===== src/hw/rtl/parity_select_stack_top_defines.svh =====
// ----------------------------------------------------------------------------
// parity_select_stack_top_defines.svh
// Assertion macros shared by the stack RTL.
// ----------------------------------------------------------------------------
`ifndef PARITY_SELECT_STACK_TOP_DEFINES_SVH
`define PARITY_SELECT_STACK_TOP_DEFINES_SVH

// Same-cycle implication, disabled while reset is held.
`define PSS_ASSERT_IMP(label, clk, rst_n, ante, cons) \
    label: assert property (@(posedge clk) disable iff (!rst_n) (ante) |-> (cons)) \
        else $error("parity_select_stack: check failed");

// Next-cycle implication, disabled while reset is held.
`define PSS_ASSERT_NXT(label, clk, rst_n, ante, cons) \
    label: assert property (@(posedge clk) disable iff (!rst_n) (ante) |=> (cons)) \
        else $error("parity_select_stack: check failed");

`endif


===== src/hw/rtl/pss_pkg.sv =====
// ----------------------------------------------------------------------------
// pss_pkg
// Types and codes for the parity select stack.
// ----------------------------------------------------------------------------
package pss_pkg;

    typedef enum logic [1:0] {
        ACT_PUSH = 2'd0,
        ACT_POP  = 2'd1,
        ACT_ODD  = 2'd2,
        ACT_EVEN = 2'd3
    } t_action;

    typedef enum logic [1:0] {
        ST_OK      = 2'd0,
        ST_EMPTY   = 2'd1,
        ST_NOMATCH = 2'd2,
        ST_FULL    = 2'd3
    } t_status;

    typedef enum logic [2:0] {
        S_IDLE,
        S_SCAN,
        S_SHIFT,
        S_TOP,
        S_DONE
    } t_state;

    localparam int unsigned OUT_WIDTH   = 32;
    localparam int unsigned COUNT_WIDTH = 5;

    typedef struct packed {
        t_status                 status;
        logic [OUT_WIDTH-1:0]    top_value;
        logic [COUNT_WIDTH-1:0]  count;
        logic                    is_empty;
    } t_result;

endpackage


===== src/hw/rtl/pss_mem.sv =====
// ----------------------------------------------------------------------------
// pss_mem
// Stack word store: one write port, one read port, registered read data.
// ----------------------------------------------------------------------------
module pss_mem #(
    parameter int unsigned DEPTH      = 16,
    parameter int unsigned WORD_WIDTH = 32,
    parameter int unsigned AW         = $clog2(DEPTH)
) (
    input  logic                  i_clk,
    input  logic                  i_we,
    input  logic [AW-1:0]         i_waddr,
    input  logic [WORD_WIDTH-1:0] i_wdata,
    input  logic                  i_re,
    input  logic [AW-1:0]         i_raddr,
    output logic [WORD_WIDTH-1:0] o_rdata
);

    logic [WORD_WIDTH-1:0] r_mem [DEPTH];
    logic [WORD_WIDTH-1:0] r_rdata;

    always_ff @(posedge i_clk) begin
        if (i_we) begin
            r_mem[i_waddr] <= i_wdata;
        end
    end

    always_ff @(posedge i_clk) begin
        if (i_re) begin
            r_rdata <= r_mem[i_raddr];
        end
    end

    assign o_rdata = r_rdata;

endmodule


===== src/hw/rtl/pss_outreg.sv =====
// ----------------------------------------------------------------------------
// pss_outreg
// Result register between the sequencer and the downstream side.
// ----------------------------------------------------------------------------
module pss_outreg (
    input  logic              i_clk,
    input  logic              i_rst_n,
    input  logic              i_load,
    input  pss_pkg::t_result  i_res,
    input  logic              i_out_stall,
    output logic              o_free,
    output logic              o_out_valid,
    output logic [1:0]        o_status,
    output logic [31:0]       o_top_value,
    output logic [4:0]        o_count,
    output logic              o_is_empty
);

    import pss_pkg::*;

    logic    r_valid;
    logic    n_valid;
    t_result r_res;

    // slot free when empty or being drained this cycle
    assign o_free = !r_valid || !i_out_stall;

    always_comb begin
        n_valid = r_valid;
        if (i_load) begin
            n_valid = 1'b1;
        end else if (!i_out_stall) begin
            n_valid = 1'b0;
        end
    end

    always_ff @(posedge i_clk) begin
        if (!i_rst_n) begin
            r_valid <= 1'b0;
        end else begin
            r_valid <= n_valid;
        end
    end

    always_ff @(posedge i_clk) begin
        if (i_load) begin
            r_res <= i_res;
        end
    end

    assign o_out_valid = r_valid;
    assign o_status    = r_res.status;
    assign o_top_value = r_res.top_value;
    assign o_count     = r_res.count;
    assign o_is_empty  = r_res.is_empty;

endmodule


===== src/hw/rtl/pss_ctrl.sv =====
// ----------------------------------------------------------------------------
// pss_ctrl
// Sequencer: fill count, top word cache, parity scan and gap closing.
// ----------------------------------------------------------------------------
`include "parity_select_stack_top_defines.svh"

module pss_ctrl #(
    parameter int unsigned DEPTH      = 16,
    parameter int unsigned WORD_WIDTH = 32,
    parameter int unsigned AW         = $clog2(DEPTH),
    parameter int unsigned CW         = $clog2(DEPTH + 1)
) (
    input  logic                    i_clk,
    input  logic                    i_rst_n,
    input  logic                    i_in_valid,
    output logic                    o_in_stall,
    input  logic [1:0]              i_action,
    input  logic signed [31:0]      i_value,
    output logic                    o_mem_we,
    output logic [AW-1:0]           o_mem_waddr,
    output logic [WORD_WIDTH-1:0]   o_mem_wdata,
    output logic                    o_mem_re,
    output logic [AW-1:0]           o_mem_raddr,
    input  logic [WORD_WIDTH-1:0]   i_mem_rdata,
    input  logic                    i_out_free,
    output logic                    o_res_load,
    output pss_pkg::t_result        o_res
);

    import pss_pkg::*;

    t_state                r_state, n_state;
    logic [CW-1:0]         r_cnt, n_cnt;
    logic [AW-1:0]         r_idx, n_idx;
    logic                  r_want, n_want;
    t_status               r_status, n_status;
    logic [WORD_WIDTH-1:0] r_top, n_top;

    logic                  w_accept;
    logic [WORD_WIDTH-1:0] w_push_word;
    logic [CW-1:0]         w_idx_ext;

    assign o_in_stall  = (r_state != S_IDLE);
    assign w_accept    = i_in_valid && (r_state == S_IDLE);
    assign w_push_word = WORD_WIDTH'(i_value);
    assign w_idx_ext   = CW'(r_idx);

    always_ff @(posedge i_clk) begin
        if (!i_rst_n) begin
            r_state <= S_IDLE;
            r_cnt   <= '0;
        end else begin
            r_state <= n_state;
            r_cnt   <= n_cnt;
        end
    end

    always_ff @(posedge i_clk) begin
        r_idx    <= n_idx;
        r_want   <= n_want;
        r_status <= n_status;
        r_top    <= n_top;
    end

    always_comb begin
        n_state     = r_state;
        n_cnt       = r_cnt;
        n_idx       = r_idx;
        n_want      = r_want;
        n_status    = r_status;
        n_top       = r_top;
        o_mem_we    = 1'b0;
        o_mem_waddr = r_idx;
        o_mem_wdata = i_mem_rdata;
        o_mem_re    = 1'b0;
        o_mem_raddr = r_idx;
        o_res_load  = 1'b0;

        unique case (r_state)
            S_IDLE: begin
                if (w_accept) begin
                    n_status = ST_OK;
                    n_state  = S_DONE;
                    unique case (t_action'(i_action))
                        ACT_PUSH: begin
                            if (r_cnt == CW'(DEPTH)) begin
                                n_status = ST_FULL;
                            end else begin
                                o_mem_we    = 1'b1;
                                o_mem_waddr = r_cnt[AW-1:0];
                                o_mem_wdata = w_push_word;
                                n_cnt       = r_cnt + CW'(1);
                                n_top       = w_push_word;
                            end
                        end
                        ACT_POP: begin
                            if (r_cnt == '0) begin
                                n_status = ST_EMPTY;
                            end else begin
                                n_cnt = r_cnt - CW'(1);
                                if (r_cnt != CW'(1)) begin
                                    // fetch the word that becomes the top
                                    o_mem_re    = 1'b1;
                                    o_mem_raddr = AW'(r_cnt - CW'(2));
                                    n_state     = S_TOP;
                                end
                            end
                        end
                        ACT_ODD, ACT_EVEN: begin
                            if (r_cnt == '0) begin
                                n_status = ST_EMPTY;
                            end else begin
                                o_mem_re    = 1'b1;
                                o_mem_raddr = AW'(r_cnt - CW'(1));
                                n_idx       = AW'(r_cnt - CW'(1));
                                n_want      = (t_action'(i_action) == ACT_ODD);
                                n_state     = S_SCAN;
                            end
                        end
                    endcase
                end
            end

            S_SCAN: begin
                // read data holds entry r_idx
                if (i_mem_rdata[0] == r_want) begin
                    if (w_idx_ext == r_cnt - CW'(1)) begin
                        // hit on the top: plain pop
                        n_cnt = r_cnt - CW'(1);
                        if (r_cnt == CW'(1)) begin
                            n_state = S_DONE;
                        end else begin
                            o_mem_re    = 1'b1;
                            o_mem_raddr = AW'(r_cnt - CW'(2));
                            n_state     = S_TOP;
                        end
                    end else begin
                        o_mem_re    = 1'b1;
                        o_mem_raddr = r_idx + AW'(1);
                        n_state     = S_SHIFT;
                    end
                end else if (r_idx == '0) begin
                    n_status = ST_NOMATCH;
                    n_state  = S_DONE;
                end else begin
                    o_mem_re    = 1'b1;
                    o_mem_raddr = r_idx - AW'(1);
                    n_idx       = r_idx - AW'(1);
                end
            end

            S_SHIFT: begin
                // move entry r_idx+1 down into r_idx
                o_mem_we    = 1'b1;
                o_mem_waddr = r_idx;
                o_mem_wdata = i_mem_rdata;
                if (w_idx_ext + CW'(2) == r_cnt) begin
                    n_cnt   = r_cnt - CW'(1);
                    n_top   = i_mem_rdata;
                    n_state = S_DONE;
                end else begin
                    o_mem_re    = 1'b1;
                    o_mem_raddr = r_idx + AW'(2);
                    n_idx       = r_idx + AW'(1);
                end
            end

            S_TOP: begin
                n_top   = i_mem_rdata;
                n_state = S_DONE;
            end

            S_DONE: begin
                o_res_load = i_out_free;
                if (i_out_free) begin
                    n_state = S_IDLE;
                end
            end

            default: begin
                n_state = S_IDLE;
            end
        endcase
    end

    assign o_res.status    = r_status;
    assign o_res.top_value = (r_cnt != '0) ? OUT_WIDTH'(signed'(r_top)) : '0;
    assign o_res.count     = COUNT_WIDTH'(r_cnt);
    assign o_res.is_empty  = (r_cnt == '0);

    `PSS_ASSERT_IMP(a_cnt_bound, i_clk, i_rst_n, 1'b1, r_cnt <= CW'(DEPTH))
    `PSS_ASSERT_IMP(a_we_state, i_clk, i_rst_n, o_mem_we, (r_state == S_IDLE) || (r_state == S_SHIFT))
    `PSS_ASSERT_IMP(a_scan_idx, i_clk, i_rst_n, r_state == S_SCAN, w_idx_ext < r_cnt)
    `PSS_ASSERT_IMP(a_shift_idx, i_clk, i_rst_n, r_state == S_SHIFT, w_idx_ext + CW'(1) < r_cnt)
    `PSS_ASSERT_NXT(a_load_idle, i_clk, i_rst_n, o_res_load, r_state == S_IDLE)

endmodule


===== src/hw/rtl/parity_select_stack_top.sv =====
// ----------------------------------------------------------------------------
// parity_select_stack_top
// LIFO stack of signed words with removal of the latest odd or even word.
// ----------------------------------------------------------------------------
//
//  channel  | handshake                 | payload
//  ---------+---------------------------+-----------------------------------
//  input    | i_in_valid / o_in_stall   | i_action, i_value
//  output   | o_out_valid / i_out_stall | o_status, o_top_value, o_count,
//           |                           | o_is_empty
//
// One word in flight at a time. A push goes straight to its result; a pop
// reads the new top word from the store unless it empties the stack. A
// parity removal reads one entry per cycle downward from the top until a
// hit, then rewrites one entry per cycle above the hit, a pace set by the
// single read port of the word store. A hit on the top word of a deeper
// stack ends with a read that fetches the new top; a failed search reads
// every entry. Reset empties the stack at once: the fill count is cleared
// and the store itself is never swept. A result waiting in the output
// register does not block the next input word; only its completion waits.
//
module parity_select_stack_top #(
    parameter int unsigned DEPTH      = 16,
    parameter int unsigned WORD_WIDTH = 32
) (
    input  logic               i_clk,
    input  logic               i_rst_n,
    input  logic               i_in_valid,
    output logic               o_in_stall,
    input  logic [1:0]         i_action,
    input  logic signed [31:0] i_value,
    output logic               o_out_valid,
    input  logic               i_out_stall,
    output logic [1:0]         o_status,
    output logic signed [31:0] o_top_value,
    output logic [4:0]         o_count,
    output logic               o_is_empty
);

    import pss_pkg::*;

    localparam int unsigned AW = $clog2(DEPTH);
    localparam int unsigned CW = $clog2(DEPTH + 1);

    // word store port
    logic                  w_we;
    logic [AW-1:0]         w_waddr;
    logic [WORD_WIDTH-1:0] w_wdata;
    logic                  w_re;
    logic [AW-1:0]         w_raddr;
    logic [WORD_WIDTH-1:0] w_rdata;

    // sequencer to result register
    logic                  w_out_free;
    logic                  w_res_load;
    t_result               w_res;
    logic [31:0]           w_top_bits;

    pss_mem #(
        .DEPTH      (DEPTH),
        .WORD_WIDTH (WORD_WIDTH),
        .AW         (AW)
    ) u_mem (
        .i_clk   (i_clk),
        .i_we    (w_we),
        .i_waddr (w_waddr),
        .i_wdata (w_wdata),
        .i_re    (w_re),
        .i_raddr (w_raddr),
        .o_rdata (w_rdata)
    );

    pss_ctrl #(
        .DEPTH      (DEPTH),
        .WORD_WIDTH (WORD_WIDTH),
        .AW         (AW),
        .CW         (CW)
    ) u_ctrl (
        .i_clk       (i_clk),
        .i_rst_n     (i_rst_n),
        .i_in_valid  (i_in_valid),
        .o_in_stall  (o_in_stall),
        .i_action    (i_action),
        .i_value     (i_value),
        .o_mem_we    (w_we),
        .o_mem_waddr (w_waddr),
        .o_mem_wdata (w_wdata),
        .o_mem_re    (w_re),
        .o_mem_raddr (w_raddr),
        .i_mem_rdata (w_rdata),
        .i_out_free  (w_out_free),
        .o_res_load  (w_res_load),
        .o_res       (w_res)
    );

    // output register parts the two handshakes
    pss_outreg u_outreg (
        .i_clk       (i_clk),
        .i_rst_n     (i_rst_n),
        .i_load      (w_res_load),
        .i_res       (w_res),
        .i_out_stall (i_out_stall),
        .o_free      (w_out_free),
        .o_out_valid (o_out_valid),
        .o_status    (o_status),
        .o_top_value (w_top_bits),
        .o_count     (o_count),
        .o_is_empty  (o_is_empty)
    );

    assign o_top_value = signed'(w_top_bits);

endmodule


===== config.mk =====
export PLATFORM = sky130hd
export DESIGN_NAME = parity_select_stack_top
export DESIGN_NICKNAME = d
export VERILOG_FILES = /design/src/hw/rtl/pss_pkg.sv /design/src/hw/rtl/pss_mem.sv /design/src/hw/rtl/pss_outreg.sv /design/src/hw/rtl/pss_ctrl.sv /design/src/hw/rtl/parity_select_stack_top.sv
export VERILOG_INCLUDE_DIRS = /design/src /design/src/hw/rtl
export SDC_FILE = /design/constraint.sdc
export NUM_CORES = 1
export LEC_CHECK = 0
export BUFFER_PORTS_ARGS = -buffer_cell sky130_fd_sc_hd__clkbuf_2
export CAP_MARGIN = 30
export CELL_PAD_IN_SITES_DETAIL_PLACEMENT = 2
export CELL_PAD_IN_SITES_GLOBAL_PLACEMENT = 2
export CORE_ASPECT_RATIO = 1.25
export CORE_MARGIN = 10
export CORE_UTILIZATION = 25
export CTS_CLUSTER_DIAMETER = 120
export DETAILED_ROUTE_END_ITERATION = 8
export GPL_TIMING_DRIVEN = 0
export PLACE_DENSITY_LB_ADDON = 0.1
export SLEW_MARGIN = 5
export SYNTH_ARGS = -nofsm -noshare
export SYNTH_HDL_FRONTEND = slang
export SYNTH_SLANG_ARGS = --single-unit

===== constraint.sdc =====
create_clock -name i_clk -period 4.8 [get_ports i_clk]
set_clock_uncertainty 0.2 [all_clocks]
set_input_delay 0.48 -clock i_clk [delete_from_list [all_inputs] [get_ports i_clk]]
set_output_delay 0.48 -clock i_clk [all_outputs]
set_load 0.02 [all_outputs]

==> flow_summary.toml <==
[outcome]
outcome = "finished clean"

[worst_setup_path]
critical-path-top-cell-by-count = "buf_4"
crit_path_top_delay_cell = "a311o_1"
worstSetupPathType = "flop to flop"
r2r_cell_count = 16
cp.depth = 16
critPathMaxStageDelay_ns = 0.45
worst_ep_arrival_time_ns = 4.78
worst_path_dominant_cell_family = "compound AO/OA/AOI/OAI gates"
crit_chain = "buf_4 -> clkbuf_2 -> inv_1 -> ha_1 -> xnor2_1 -> nand3_2 -> a311o_1 -> a32o_1 -> o211a_1 -> buf_4 -> buf_4 -> clkbuf_4 -> a21oi_1 -> a22oi_1 -> a22oi_1 -> o311ai_1"
timing.critical_path.buf_inv = 6
crit_required_ns = 4.92
cp_max_fo = 10
crit_path_start = "u_ctrl.r_idx[2]"
worst_r2r_startpoint = "u_ctrl.r_idx[2]"
worst_setup_path_start_kind = "flop"
worst_setup_path_end_kind = "flop"

[yosys]
synth_top_area_cells = "edfxtp_1 (71%), nand2_1 (4.9%), a21oi_1 (4.6%), a22oi_1 (2.8%), mux2_2 (1.4%)"
synthesis.area_per_instance_um2 = 13.9
cells_after_synthesis = 1889
synth_enable_flop_cells = 623
synth_flop_cell = "edfxtp_1"
post-synth-top-area-cell = "edfxtp_1"
postSynthRegisterBits = 632
synth_async_sr_flop_share_pct = 0
synth_top_area_share_pct = 71.4
cell_area_after_synthesis_mm2 = 0.0262
synth.net_count = 1939
ys_types = 77
seq_area_frac_synth_pct = 72.1
yosysWarnings = 0

[placement]
detailed_place_hpwl_mm = 66.6
gp_routability_congestion = 0.808
placement.io_buffers = 78
dp.cells = 3335

[timing]
slew_headroom_pct = 32.1
timing.final.hold_violations = 0
timing.final.crit_period_ns = 4.66
finalSetupViolations = 0
timing.final.max_slew_violations = 0
tightestPinTransition_ns = 1.02
period_share_pct = 97.0
clock.fmax_mhz = 215

[clock_network]
ctsRootBufferMaster = "clkbuf_16"
cts_tree = "yes"
max-clock-path-buffers = 3
ctsHtreeMaxLevel = 3
numClockSinks = 632
worst_skew_pair.late_latency_ns = 0.63
cts-buffers-inserted = 75
cts.reportedPaths.clkPinSlew_ns = 0.06

[finish]
syn2layout_area_growth_pct = 21.8
antenna_cells_inserted = 0
design.final.nets = 2161
final_cells = 3509
final_layout_size_suffix_gt1_share_pct = 18.3
final.fill_count = 10800

[routing]
drt_iter0_markers = 931
totalWireLength_mm = 95.4
detail_route.wl_per_cell_um = 27.2
detailedRoute.firstPassIterationCount = 5
vias_per_cell = 4.86
drt_drc_violations_left = 0
via_count = 17100
antenna_left = 0

[grt]
grt_pass1_vias = 19100
initial_antenna_violation_count = 1
grt_overflow = 0
grt_pass1_wl_mm = 138
track_usage_pct = 16.1
grt_max_degree = 22

[hold_path]
hold_path.class = "input port to flop"
worstHoldPathCells = 3
hp-start = "i_rst_n"

[floorplanning]
start_util_pct = 25.2
die_area_mm2 = 0.118
die_width_um = 309
io-pin-count = 80
core_area_mm2 = 0.104
rows = 132
dieHeight_um = 382

[flow_run]
maxCapViolCount = 0
==> layout make-up <==
class	count	area (µm²)	share of cell area, %
inverter	14	57.6	0.181
sequential	632	18900	59.3
buffer	129	686	2.15
multi-input combinational	1113	6950	21.8
clock buffer	106	2060	6.45
tap	1340	1680	5.26
clock inverter	29	263	0.824
timing repair buffer	146	1300	4.09
==> worst paths after layout <==
check	end	slack (ns)
worst min register to register	u_outreg.o_status[1]	0.22
worst max register to register	u_mem.o_rdata[10]	0.14
worst max-delay path	u_mem.o_rdata[10]	0.14
worst min-delay path	u_ctrl.r_state[2]	0.05
==> metal layers <==
metal  routed length, µm  part of all wire, %  GRT usage [%]  vias up
met5                   0                    0              0        -
met2               49700                   52           28.9      283
met4                2140                  2.2           4.89        0
li1                    -                    -              -     7661
met3                2920                  3.1           2.04      116
met1               40700                   43           19.7     9002
==> worst register-to-register path, delay by kind of cell (launching register included) <==
family,cells,cell delay (ns)
AOI/OAI and AO/OA,7,1.68
xor gates and xnor gates,1,0.20
DFF,1,0.43
and+or+nand+nor,1,0.19
adders and majority gates,1,0.37
buffers and inverters,6,1.27
==> repair_timing <==
| item | CTS | global route |
|---|---|---|
| buffers inserted | 0 | 4 |
| endpoints found under the hold margin | 33 | 0 |
| hold buffers | 33 | 0 |
| endpoints found under the setup margin | 362 | 32 |
| pin swaps | 0 | 1 |
| gates resized for setup | 68 | 27 |
==> state kept, by name, indices dropped and copies added, names as in the netlist <==
signal                count
u_ctrl.r_state            3
u_ctrl.r_cnt              5
u_ctrl.r_top             32
u_mem.o_rdata            32
u_outreg.o_out_valid      1
u_ctrl.r_status           2
u_outreg.o_status         2
u_ctrl.r_want             1
u_outreg.o_is_empty       1
u_outreg.o_count          5
u_mem.r_mem             512
u_ctrl.r_idx              4
u_outreg.o_top_value     32
==> stage by stage <==
stage | hold WS (ns) | worst slack, ns | cell area, µm² | util, % | setup TNS, ns
floorplan | 0.200 | 0.790 | 26200 | - | 0
global placement | 0.210 | -3.15 | 28300 | 27.2 | -1422.49
detailed placement | 0.206 | -1.13 | 28900 | 27.9 | -82.93
CTS | 0.0452 | 0.00547 | 31700 | 30.6 | 0
global route | 0.0758 | -0.00822 | 31900 | 30.7 | -0.0109
finish | 0.0467 | 0.144 | 31900 | 30.7 | 0
==> logic make-up (layout without fill, tap and decap cells) <==
kind of cell / Yosys count / in the layout / synth area share, %
XOR/XNOR: 16 / 16 / 0.640
AO/OA/AOI/OAI: 509 / 509 / 12.9
multiplexers: 70 / 70 / 2.84
adder cells (fa/ha/maj): 12 / 12 / 0.573
AND/OR/NAND/NOR: 506 / 506 / 8.42
buffers and inverters: 144 / 424 / 2.50
flip-flops: 632 / 632 / 72.1
==> layout by cell type (no fill, tap or decap), types with 13 or more instances in the layout <==
cell type      instances
clkbuf_1              58
edfxtp_1             623
clkinv_1              15
nor3_1                15
nand2_1              341
dlygate4sd3_1         33
clkbuf_16             78
o311ai_1              29
mux2i_1               35
clkbuf_2             108
nor2_4                16
nor2_1                39
mux2_2                33
buf_12                19
a221o_1               32
nand3_1               13
and2_1                35
a21oi_1              240
buf_4                 26
buf_2                 35
a21boi_0              36
a22oi_1               90
==> synthesized netlist by cell type, types with 5 or more instances <==
library cell  count
buf_4            10
o311ai_1         33
o21ai_0          11
ha_1             12
a221o_1          33
a21oi_1         242
buf_1             7
dfxtp_1           9
buf_2            45
a31oi_1          11
nand3_1          14
nand2_1         342
edfxtp_1        623
xnor2_1           9
mux2_2           33
clkbuf_1         66
nor2b_1           6
a22oi_1          97
nor3_1           16
nor2_1           56
a21boi_0         36
and2_1           35
xor2_1            5
inv_1            12
mux2i_1          35
Power is left out: the tool's default activity adds up to more than one toggle a clock period on the data nets, which glitch-free logic cannot reach.
